`config.mk`:
```
export PLATFORM = sky130hd
export DESIGN_NAME = pid_slew_limited_controller
export DESIGN_NICKNAME = d
export VERILOG_FILES = /design/src/rtl/core/pidsl_pkg.sv /design/src/rtl/core/pid_slew_limited_controller.sv /design/src/rtl/core/pidsl_regs.sv /design/src/rtl/core/pidsl_core.sv
export SDC_FILE = /design/constraint.sdc
export NUM_CORES = 2
export LEC_CHECK = 0
export BUFFER_PORTS_ARGS = -buffer_cell sky130_fd_sc_hd__buf_2
export CORE_ASPECT_RATIO = 1.1
export CORE_UTILIZATION = 30
export CTS_BUF_LIST = sky130_fd_sc_hd__clkbuf_8
export CTS_CLUSTER_SIZE = 10
export DETAILED_ROUTE_END_ITERATION = 10
export HOLD_SLACK_MARGIN = 0.06
export PLACE_DENSITY = 0.43
export SLEW_MARGIN = 20
export SYNTH_ARGS = -nofsm -noshare
export SYNTH_HDL_FRONTEND = slang
export SYNTH_HIERARCHICAL = 1
export SYNTH_SLANG_ARGS = --single-unit
```
`constraint.sdc`:
```
create_clock -name clk -period 31.7 [get_ports clk]
set_input_delay 6.34 -clock clk [delete_from_list [all_inputs] [get_ports clk]]
set_output_delay 6.34 -clock clk [all_outputs]
set_load 0.03 [all_outputs]
```
`src/rtl/core/pidsl_pkg.sv`:
```
// ----------------------------------------------------------------------------
// pidsl_pkg
// Shared types and register codes for the slew-limited PID controller.
// ----------------------------------------------------------------------------
`default_nettype none

package pidsl_pkg;

	// Data and register-port geometry
	localparam int VAL_W   = 16;
	localparam int PADDR_W = 5;
	localparam int PDATA_W = 32;
	localparam int REG_IDX_W = 3;

	// Register indexes (byte address = 4 * index)
	localparam logic [REG_IDX_W-1:0] REG_SETPOINT   = 3'd0;
	localparam logic [REG_IDX_W-1:0] REG_GAIN_P     = 3'd1;
	localparam logic [REG_IDX_W-1:0] REG_GAIN_I     = 3'd2;
	localparam logic [REG_IDX_W-1:0] REG_GAIN_D     = 3'd3;
	localparam logic [REG_IDX_W-1:0] REG_LIMIT_HIGH = 3'd4;
	localparam logic [REG_IDX_W-1:0] REG_LIMIT_LOW  = 3'd5;
	localparam logic [REG_IDX_W-1:0] REG_SLEW_STEP  = 3'd6;

	// Reset values of the configuration registers
	localparam logic [VAL_W-1:0] RST_SETPOINT   = 16'd0;
	localparam logic [VAL_W-1:0] RST_GAIN_P     = 16'd256;
	localparam logic [VAL_W-1:0] RST_GAIN_I     = 16'd0;
	localparam logic [VAL_W-1:0] RST_GAIN_D     = 16'd0;
	localparam logic [VAL_W-1:0] RST_LIMIT_HIGH = 16'd4080;
	localparam logic [VAL_W-1:0] RST_LIMIT_LOW  = 16'd0;
	localparam logic [VAL_W-1:0] RST_SLEW_STEP  = 16'd4080;

	// Configuration bundle from the register bank to the datapath
	typedef struct packed {
		logic signed [VAL_W-1:0] setpoint;
		logic [VAL_W-1:0]        gain_p;
		logic [VAL_W-1:0]        gain_i;
		logic [VAL_W-1:0]        gain_d;
		logic signed [VAL_W-1:0] limit_high;
		logic signed [VAL_W-1:0] limit_low;
		logic [VAL_W-1:0]        slew_step;
	} cfg_t;

endpackage

`default_nettype wire

```
`src/rtl/core/pid_slew_limited_controller.sv`:
```
// Flow: a taken sample is held in the input register; its drive is loaded into
//   the result register once that register is free or draining, and is valid
//   from then until the downstream side takes it. Throughput: one sample per
//   cycle while drive_ready is high; output back-pressure stalls the input.
// Reset: arst_n clears the integrator, previous sample and previous drive to
//   zero and loads the configuration registers with their reset values.
// ----------------------------------------------------------------------------
// pid_slew_limited_controller
// PID controller with derivative on measurement, integrator clamp, slew
// limit and output clamp; APB configuration port.
// ----------------------------------------------------------------------------
`default_nettype none

module pid_slew_limited_controller import pidsl_pkg::*; (
	input  wire logic               clk,
	input  wire logic               arst_n,
	input  wire logic               sample_valid,
	output logic                    sample_ready,
	input  wire logic signed [15:0] sample,
	output logic                    drive_valid,
	input  wire logic               drive_ready,
	output logic signed [15:0]      drive,
	input  wire logic               psel,
	input  wire logic               penable,
	input  wire logic               pwrite,
	input  wire logic [PADDR_W-1:0] paddr,
	input  wire logic [PDATA_W-1:0] pwdata,
	output logic [PDATA_W-1:0]      prdata,
	output logic                    pready
);

	cfg_t               cfg;
	logic               valid_s1;
	logic signed [15:0] sample_s1;
	logic signed [15:0] error_sum_q;
	logic signed [15:0] last_sample_q;
	logic signed [15:0] drive_q;
	logic               drive_valid_q;
	logic               fire;
	logic signed [15:0] error_sum_nxt;
	logic signed [15:0] drive_nxt;

	pidsl_regs u_regs (
		.clk     (clk),
		.arst_n  (arst_n),
		.psel    (psel),
		.penable (penable),
		.pwrite  (pwrite),
		.paddr   (paddr),
		.pwdata  (pwdata),
		.prdata  (prdata),
		.pready  (pready),
		.cfg     (cfg)
	);

	pidsl_core u_core (
		.cfg           (cfg),
		.sample        (sample_s1),
		.error_sum     (error_sum_q),
		.last_sample   (last_sample_q),
		.last_drive    (drive_q),
		.error_sum_nxt (error_sum_nxt),
		.drive_nxt     (drive_nxt)
	);

	// Advance the held sample when the result register is free or draining
	assign fire         = valid_s1 & (~drive_valid_q | drive_ready);
	assign sample_ready = ~valid_s1 | fire;

	// Control and controller state
	always_ff @(posedge clk or negedge arst_n) begin
		if (!arst_n) begin
			valid_s1      <= 1'b0;
			drive_valid_q <= 1'b0;
			error_sum_q   <= '0;
			last_sample_q <= '0;
			drive_q       <= '0;
		end else begin
			if (sample_ready) begin
				valid_s1 <= sample_valid;
			end
			if (fire) begin
				error_sum_q   <= error_sum_nxt;
				last_sample_q <= sample_s1;
				drive_q       <= drive_nxt;
				drive_valid_q <= 1'b1;
			end else if (drive_ready) begin
				drive_valid_q <= 1'b0;
			end
		end
	end

	// Capture the sample on each input transfer
	always_ff @(posedge clk) begin
		if (sample_valid && sample_ready) begin
			sample_s1 <= sample;
		end
	end

	assign drive_valid = drive_valid_q;
	assign drive       = drive_q;

	// A computed result always shows up in the result register
	a_fire_fills_output: assert property (@(posedge clk) disable iff (!arst_n)
		fire |=> drive_valid_q)
		else $error("result register not loaded after compute");

	// Integrator lands at a limit or between them
	a_integrator_clamped: assert property (@(posedge clk) disable iff (!arst_n)
		$past(fire) |-> (error_sum_q == $past(cfg.limit_high)
			|| error_sum_q == $past(cfg.limit_low)
			|| (error_sum_q <= $past(cfg.limit_high)
				&& error_sum_q >= $past(cfg.limit_low))))
		else $error("integrator outside limits");

	// Drive lands at a limit or between them
	a_drive_clamped: assert property (@(posedge clk) disable iff (!arst_n)
		$past(fire) |-> (drive_q == $past(cfg.limit_high)
			|| drive_q == $past(cfg.limit_low)
			|| (drive_q <= $past(cfg.limit_high)
				&& drive_q >= $past(cfg.limit_low))))
		else $error("drive outside limits");

endmodule

`default_nettype wire

```
`src/rtl/core/pidsl_regs.sv`:
```
// ----------------------------------------------------------------------------
// pidsl_regs
// APB register bank holding setpoint, gains, output limits and slew step.
// ----------------------------------------------------------------------------
`default_nettype none

module pidsl_regs import pidsl_pkg::*; (
	input  wire logic               clk,
	input  wire logic               arst_n,
	input  wire logic               psel,
	input  wire logic               penable,
	input  wire logic               pwrite,
	input  wire logic [PADDR_W-1:0] paddr,
	input  wire logic [PDATA_W-1:0] pwdata,
	output logic [PDATA_W-1:0]      prdata,
	output logic                    pready,
	output cfg_t                    cfg
);

	logic                 wr_en;
	logic [REG_IDX_W-1:0] reg_idx;
	logic [VAL_W-1:0]     wr_val;
	logic [VAL_W-1:0]     rd_val;
	cfg_t                 cfg_q;

	// Decode the access phase of a write transfer
	assign pready  = 1'b1;
	assign wr_en   = psel & penable & pwrite & pready;
	assign reg_idx = paddr[PADDR_W-1:2];
	assign wr_val  = pwdata[VAL_W-1:0];

	// Update the addressed register
	always_ff @(posedge clk or negedge arst_n) begin
		if (!arst_n) begin
			cfg_q.setpoint   <= RST_SETPOINT;
			cfg_q.gain_p     <= RST_GAIN_P;
			cfg_q.gain_i     <= RST_GAIN_I;
			cfg_q.gain_d     <= RST_GAIN_D;
			cfg_q.limit_high <= RST_LIMIT_HIGH;
			cfg_q.limit_low  <= RST_LIMIT_LOW;
			cfg_q.slew_step  <= RST_SLEW_STEP;
		end else if (wr_en) begin
			case (reg_idx)
				REG_SETPOINT:   cfg_q.setpoint   <= wr_val;
				REG_GAIN_P:     cfg_q.gain_p     <= wr_val;
				REG_GAIN_I:     cfg_q.gain_i     <= wr_val;
				REG_GAIN_D:     cfg_q.gain_d     <= wr_val;
				REG_LIMIT_HIGH: cfg_q.limit_high <= wr_val;
				REG_LIMIT_LOW:  cfg_q.limit_low  <= wr_val;
				REG_SLEW_STEP:  cfg_q.slew_step  <= wr_val;
				default: ;
			endcase
		end
	end

	// Read back the addressed register
	always_comb begin
		case (reg_idx)
			REG_SETPOINT:   rd_val = cfg_q.setpoint;
			REG_GAIN_P:     rd_val = cfg_q.gain_p;
			REG_GAIN_I:     rd_val = cfg_q.gain_i;
			REG_GAIN_D:     rd_val = cfg_q.gain_d;
			REG_LIMIT_HIGH: rd_val = cfg_q.limit_high;
			REG_LIMIT_LOW:  rd_val = cfg_q.limit_low;
			REG_SLEW_STEP:  rd_val = cfg_q.slew_step;
			default:        rd_val = '0;
		endcase
	end

	assign prdata = {{(PDATA_W-VAL_W){1'b0}}, rd_val};
	assign cfg    = cfg_q;

endmodule

`default_nettype wire

```
`src/rtl/core/pidsl_core.sv`:
```
// ----------------------------------------------------------------------------
// pidsl_core
// One-pass PID datapath: integrator update, three gain products, floor
// shift to Q12.4, saturation, slew limit and output clamp.
// ----------------------------------------------------------------------------
`default_nettype none

module pidsl_core import pidsl_pkg::*; (
	input  wire cfg_t                cfg,
	input  wire logic signed [15:0]  sample,
	input  wire logic signed [15:0]  error_sum,
	input  wire logic signed [15:0]  last_sample,
	input  wire logic signed [15:0]  last_drive,
	output logic signed [15:0]       error_sum_nxt,
	output logic signed [15:0]       drive_nxt
);

	localparam logic signed [27:0] SAT_HI = 28'sd32767;
	localparam logic signed [27:0] SAT_LO = -28'sd32768;

	logic signed [16:0] err;
	logic signed [16:0] dmeas;
	logic signed [17:0] sum_raw;
	logic signed [17:0] lim_hi;
	logic signed [17:0] lim_lo;
	logic signed [17:0] sum_clamp;
	logic signed [33:0] prod_p;
	logic signed [33:0] prod_i;
	logic signed [33:0] prod_d;
	logic signed [35:0] acc;
	logic signed [27:0] acc_q4;
	logic signed [15:0] drive_sat;
	logic signed [17:0] step_ext;
	logic signed [17:0] last_ext;
	logic signed [17:0] diff;
	logic signed [17:0] drive_slew;
	logic signed [17:0] drive_clamp;

	// Error and measurement change, exact at 17 bits
	assign err   = $signed({cfg.setpoint[15], cfg.setpoint}) - $signed({sample[15], sample});
	assign dmeas = $signed({sample[15], sample}) - $signed({last_sample[15], last_sample});

	// Integrator: add raw error, clamp high first then low
	assign lim_hi  = $signed({{2{cfg.limit_high[15]}}, cfg.limit_high});
	assign lim_lo  = $signed({{2{cfg.limit_low[15]}}, cfg.limit_low});
	assign sum_raw = $signed({{2{error_sum[15]}}, error_sum}) + $signed({err[16], err});

	always_comb begin
		if (sum_raw > lim_hi) begin
			sum_clamp = lim_hi;
		end else if (sum_raw < lim_lo) begin
			sum_clamp = lim_lo;
		end else begin
			sum_clamp = sum_raw;
		end
	end

	assign error_sum_nxt = sum_clamp[15:0];

	// Gain products in Q.12, summed exactly
	assign prod_p = 34'($signed({1'b0, cfg.gain_p})) * 34'(err);
	assign prod_i = 34'($signed({1'b0, cfg.gain_i}))
		* 34'($signed({error_sum_nxt[15], error_sum_nxt}));
	assign prod_d = 34'($signed({1'b0, cfg.gain_d})) * 34'(dmeas);
	assign acc    = 36'(prod_p) + 36'(prod_i) - 36'(prod_d);

	// Drop eight fraction bits (floor) and saturate to 16 bits
	assign acc_q4 = $signed(acc[35:8]);

	always_comb begin
		if (acc_q4 > SAT_HI) begin
			drive_sat = 16'sh7FFF;
		end else if (acc_q4 < SAT_LO) begin
			drive_sat = 16'sh8000;
		end else begin
			drive_sat = acc_q4[15:0];
		end
	end

	// Slew limit against the previous drive, at full width
	assign step_ext = $signed({2'b00, cfg.slew_step});
	assign last_ext = $signed({{2{last_drive[15]}}, last_drive});
	assign diff     = $signed({{2{drive_sat[15]}}, drive_sat}) - last_ext;

	always_comb begin
		if (diff > step_ext) begin
			drive_slew = last_ext + step_ext;
		end else if (diff < -step_ext) begin
			drive_slew = last_ext - step_ext;
		end else begin
			drive_slew = $signed({{2{drive_sat[15]}}, drive_sat});
		end
	end

	// Output clamp, high first then low
	always_comb begin
		if (drive_slew > lim_hi) begin
			drive_clamp = lim_hi;
		end else if (drive_slew < lim_lo) begin
			drive_clamp = lim_lo;
		end else begin
			drive_clamp = drive_slew;
		end
	end

	assign drive_nxt = drive_clamp[15:0];

endmodule

`default_nettype wire

```
==> results.sh <==
export IMPL_clock_sinks=178
export IMPL_cts_tree="done"
export IMPL_finalCritPeriodShare_pct=78.50
export IMPL_hold_violations=0
export IMPL_violations="design-rule violations"
export IMPL_crit_type="flip-flop to flip-flop"
export IMPL_skew_ps=30.80
export IMPL_max_slew_worst_pin_slew_ps=1172
export IMPL_portBuffers=75
export IMPL_drive_gt1_share_pct=9.652
export IMPL_synth_top_cell_by_area="fa_1"
export IMPL_place_detailed_hpwl_um=119600
export IMPL_vias=32422
export IMPL_via_per_inst=4.791
export IMPL_syn_cell_area_um2=44540
export IMPL_ys_flop_type="dfrtp_1"
export IMPL_grt_pass1_vias=35086
export IMPL_place_ws_ps=7064
export IMPL_hold_path_class="flip-flop to flip-flop"
export IMPL_synth_edf_count=16
export IMPL_syn2layout_area_growth_pct=7.477
export IMPL_drt_pass1_iterations=10
export IMPL_maxSlewViolCount=0
export IMPL_grt_usage_pct=20.18
export IMPL_syn_inst=4796
export IMPL_yosys_register_bits=178
export IMPL_nets=6163
export IMPL_synthTopCellsByArea="fa_1 (35%), ha_1 (15%), inv_1 (9.2%)"
export IMPL_hold_end="last_sample_q[8]"
export IMPL_worstSetupEndpointType="flip-flop"
export IMPL_drt_wl_total_um=145800
export IMPL_outcome="finished with violations"
export IMPL_die_x_um=369.4
export IMPL_synthXorXnorAreaFrac_pct=1.553
export IMPL_drv_cap=0
export IMPL_synth_warnings=6
export IMPL_yosys_mux_area_fraction_pct=5.868
export IMPL_synth_most_common_cell="inv_1"
export IMPL_timing_rr_end="drive[0]"
export IMPL_cp_slowest_cell="nor2_1"
export IMPL_ios=111
export IMPL_period_minus_slack_ps=24880
export IMPL_cts_resized=0
export IMPL_die_y_um=406.1
export IMPL_path_common_cell="fa_1"
export IMPL_ant_nets=0
export IMPL_crit_required_ps=32200
export IMPL_clockRootBuffer="clkbuf_8"
export IMPL_rows=147
export IMPL_clockBufferDepth=2
export IMPL_path_clk_slew_ps=120
export IMPL_die_area_um2=150000
export IMPL_crit_fanout=37
export IMPL_hold_start="last_sample_q[8]"
export IMPL_regToRegStartpoint="u_regs/cfg[96]"
export IMPL_cts_hold_buffers=0
export IMPL_start_util_pct=30.39
export IMPL_max_freq_mhz=40.19
export IMPL_gp_congestion=0.8584
export IMPL_grt_max_degree=72
export IMPL_setup_viol=0
export IMPL_first_iter_violations=1667
export IMPL_worst_setup_path_start_kind="flip-flop"
export IMPL_synth_simple_gate_area_share_pct=14.47
export IMPL_worstRegToRegCells=93
export IMPL_synth_top_family_by_area="adder cells"
export IMPL_coreArea_um2=146600
export IMPL_wl_per_cell_um=21.54
export IMPL_slew_headroom_pct=21.60
export IMPL_synth_cell_types=95
export IMPL_cts_setup_buffers=0
export IMPL_h_tree_depth=4
export IMPL_hold_path_depth=1
export IMPL_yosysSeqAreaShare_pct=10.23
export IMPL_synthArstFlopShare_pct=91.01
export IMPL_arrival_ps=25390
export IMPL_syn_area_per_cell_um2=9.287
export IMPL_setup_slack_ps=6816
export IMPL_drc=20
export IMPL_clock_latency_ps=610
export IMPL_yosysTopAreaCellShare_pct=34.52
export IMPL_cts_made_buffers=17
export IMPL_rrSetupSlack_ps=6820
export IMPL_synth_adder_area_share_pct=49.15
export IMPL_grt_pass1_wl_um=224600
export IMPL_grt_overflow_total=0
export IMPL_synth_compound_area_share_pct=7.638
export IMPL_rsz0062_at_grt="no"
export IMPL_netlist_top_cells_count="inv_1 (1094), fa_1 (768), ha_1 (520)"
export IMPL_cpPeakStageDelay_ps=750
export IMPL_antenna_found_initial=6
export IMPL_setup_tns_final_ps=0
layer usage:
metal | wire length, um | global-route usage [%] | vias up
met5 | 0 | 0 | -
met4 | 4445 | 6.093 | 0
met3 | 4215 | 1.544 | 129
met2 | 72900 | 35.66 | 587
met1 | 64200 | 26.09 | 16786
li1 | - | - | 14920
cell type report:
type	instances	area, um2
diodes	2	5.005
clock buffers	18	247.7
clock inverters	14	163.9
fillers	15479	98720
inverters	1094	4106
multi-input cells	3358	35300
flip-flops and latches	178	4557
well taps	1937	2424
repair buffers	166	1067
worst max-delay path, delay by kind of cell (launching register included):
family / cells / cell delay [ps]
XOR/XNOR: 2 / 910
AND/OR/NAND/NOR: 21 / 4370
buffers and inverters: 13 / 2110
flip-flops: 1 / 520
adder cells (fa/ha/maj): 18 / 7760
AO/OA/AOI/OAI: 35 / 7860
multiplexers: 4 / 1100
worst max-delay path by stage:
stage | startpoint | end | slack [ps] | depth (start not counted)
after floorplan | sample_s1[0] | drive[0] | 11260 | 95
after global placement | u_regs/cfg[96] | drive[0] | 7080 | 93
after detailed placement | u_regs/cfg[96] | drive[0] | 7060 | 93
after CTS | u_regs/cfg[96] | drive[0] | 6940 | 93
after global routing | u_regs/cfg[96] | drive[0] | 5480 | 93
final | u_regs/cfg[96] | drive[0] | 6820 | 93
registers in the layout (all words and copies together), names as in the netlist:
name / count
u_regs/cfg: 112
drive: 16
error_sum_q: 16
last_sample_q: 16
sample_s1: 16
drive_valid: 1
valid_s1: 1
cell families (layout without fill, tap and decap cells):
| logic type | count (synthesis) | in the layout |
|---|---|---|
| xor gates and xnor gates | 79 | 79 |
| DFF | 178 | 178 |
| muxes | 230 | 230 |
| adders and majority gates | 1289 | 1289 |
| AOI/OAI and AO/OA | 503 | 503 |
| and+or+nand+nor | 1239 | 1239 |
| buffers and inverters | 1275 | 1292 |
| other | 3 | 20 |
stage by stage:
stage	instances	hold slack, ps	cell area, um2	utilization [%]
2_1_floorplan	4811	477.5	44600	-
3_3_place_gp	6733	490.3	47450	32.37
4_1_cts	6765	520.2	47870	32.65
6_report	6767	520.3	47870	32.66
3_5_place_dp	6733	492.1	47460	32.37
5_1_grt	6766	532.7	47870	32.66
cells in the final DEF (no fill, tap or decap), types with 41 or more instances in the layout:
| cell | instances |
|---|---|
| a21oi_1 | 125 |
| fa_1 | 768 |
| and2_1 | 373 |
| a21o_1 | 64 |
| buf_4 | 91 |
| nand2_1 | 400 |
| nor2_1 | 130 |
| mux2i_1 | 50 |
| ha_1 | 520 |
| or2_2 | 41 |
| dfrtp_1 | 144 |
| buf_2 | 74 |
| xnor2_1 | 54 |
| mux2_2 | 148 |
| nor2b_1 | 65 |
| nand2b_1 | 52 |
| o21ai_0 | 98 |
| inv_1 | 1094 |
Power is not shown: default switching activity piles up to over one toggle a cycle in this logic, so the estimate is an artifact.
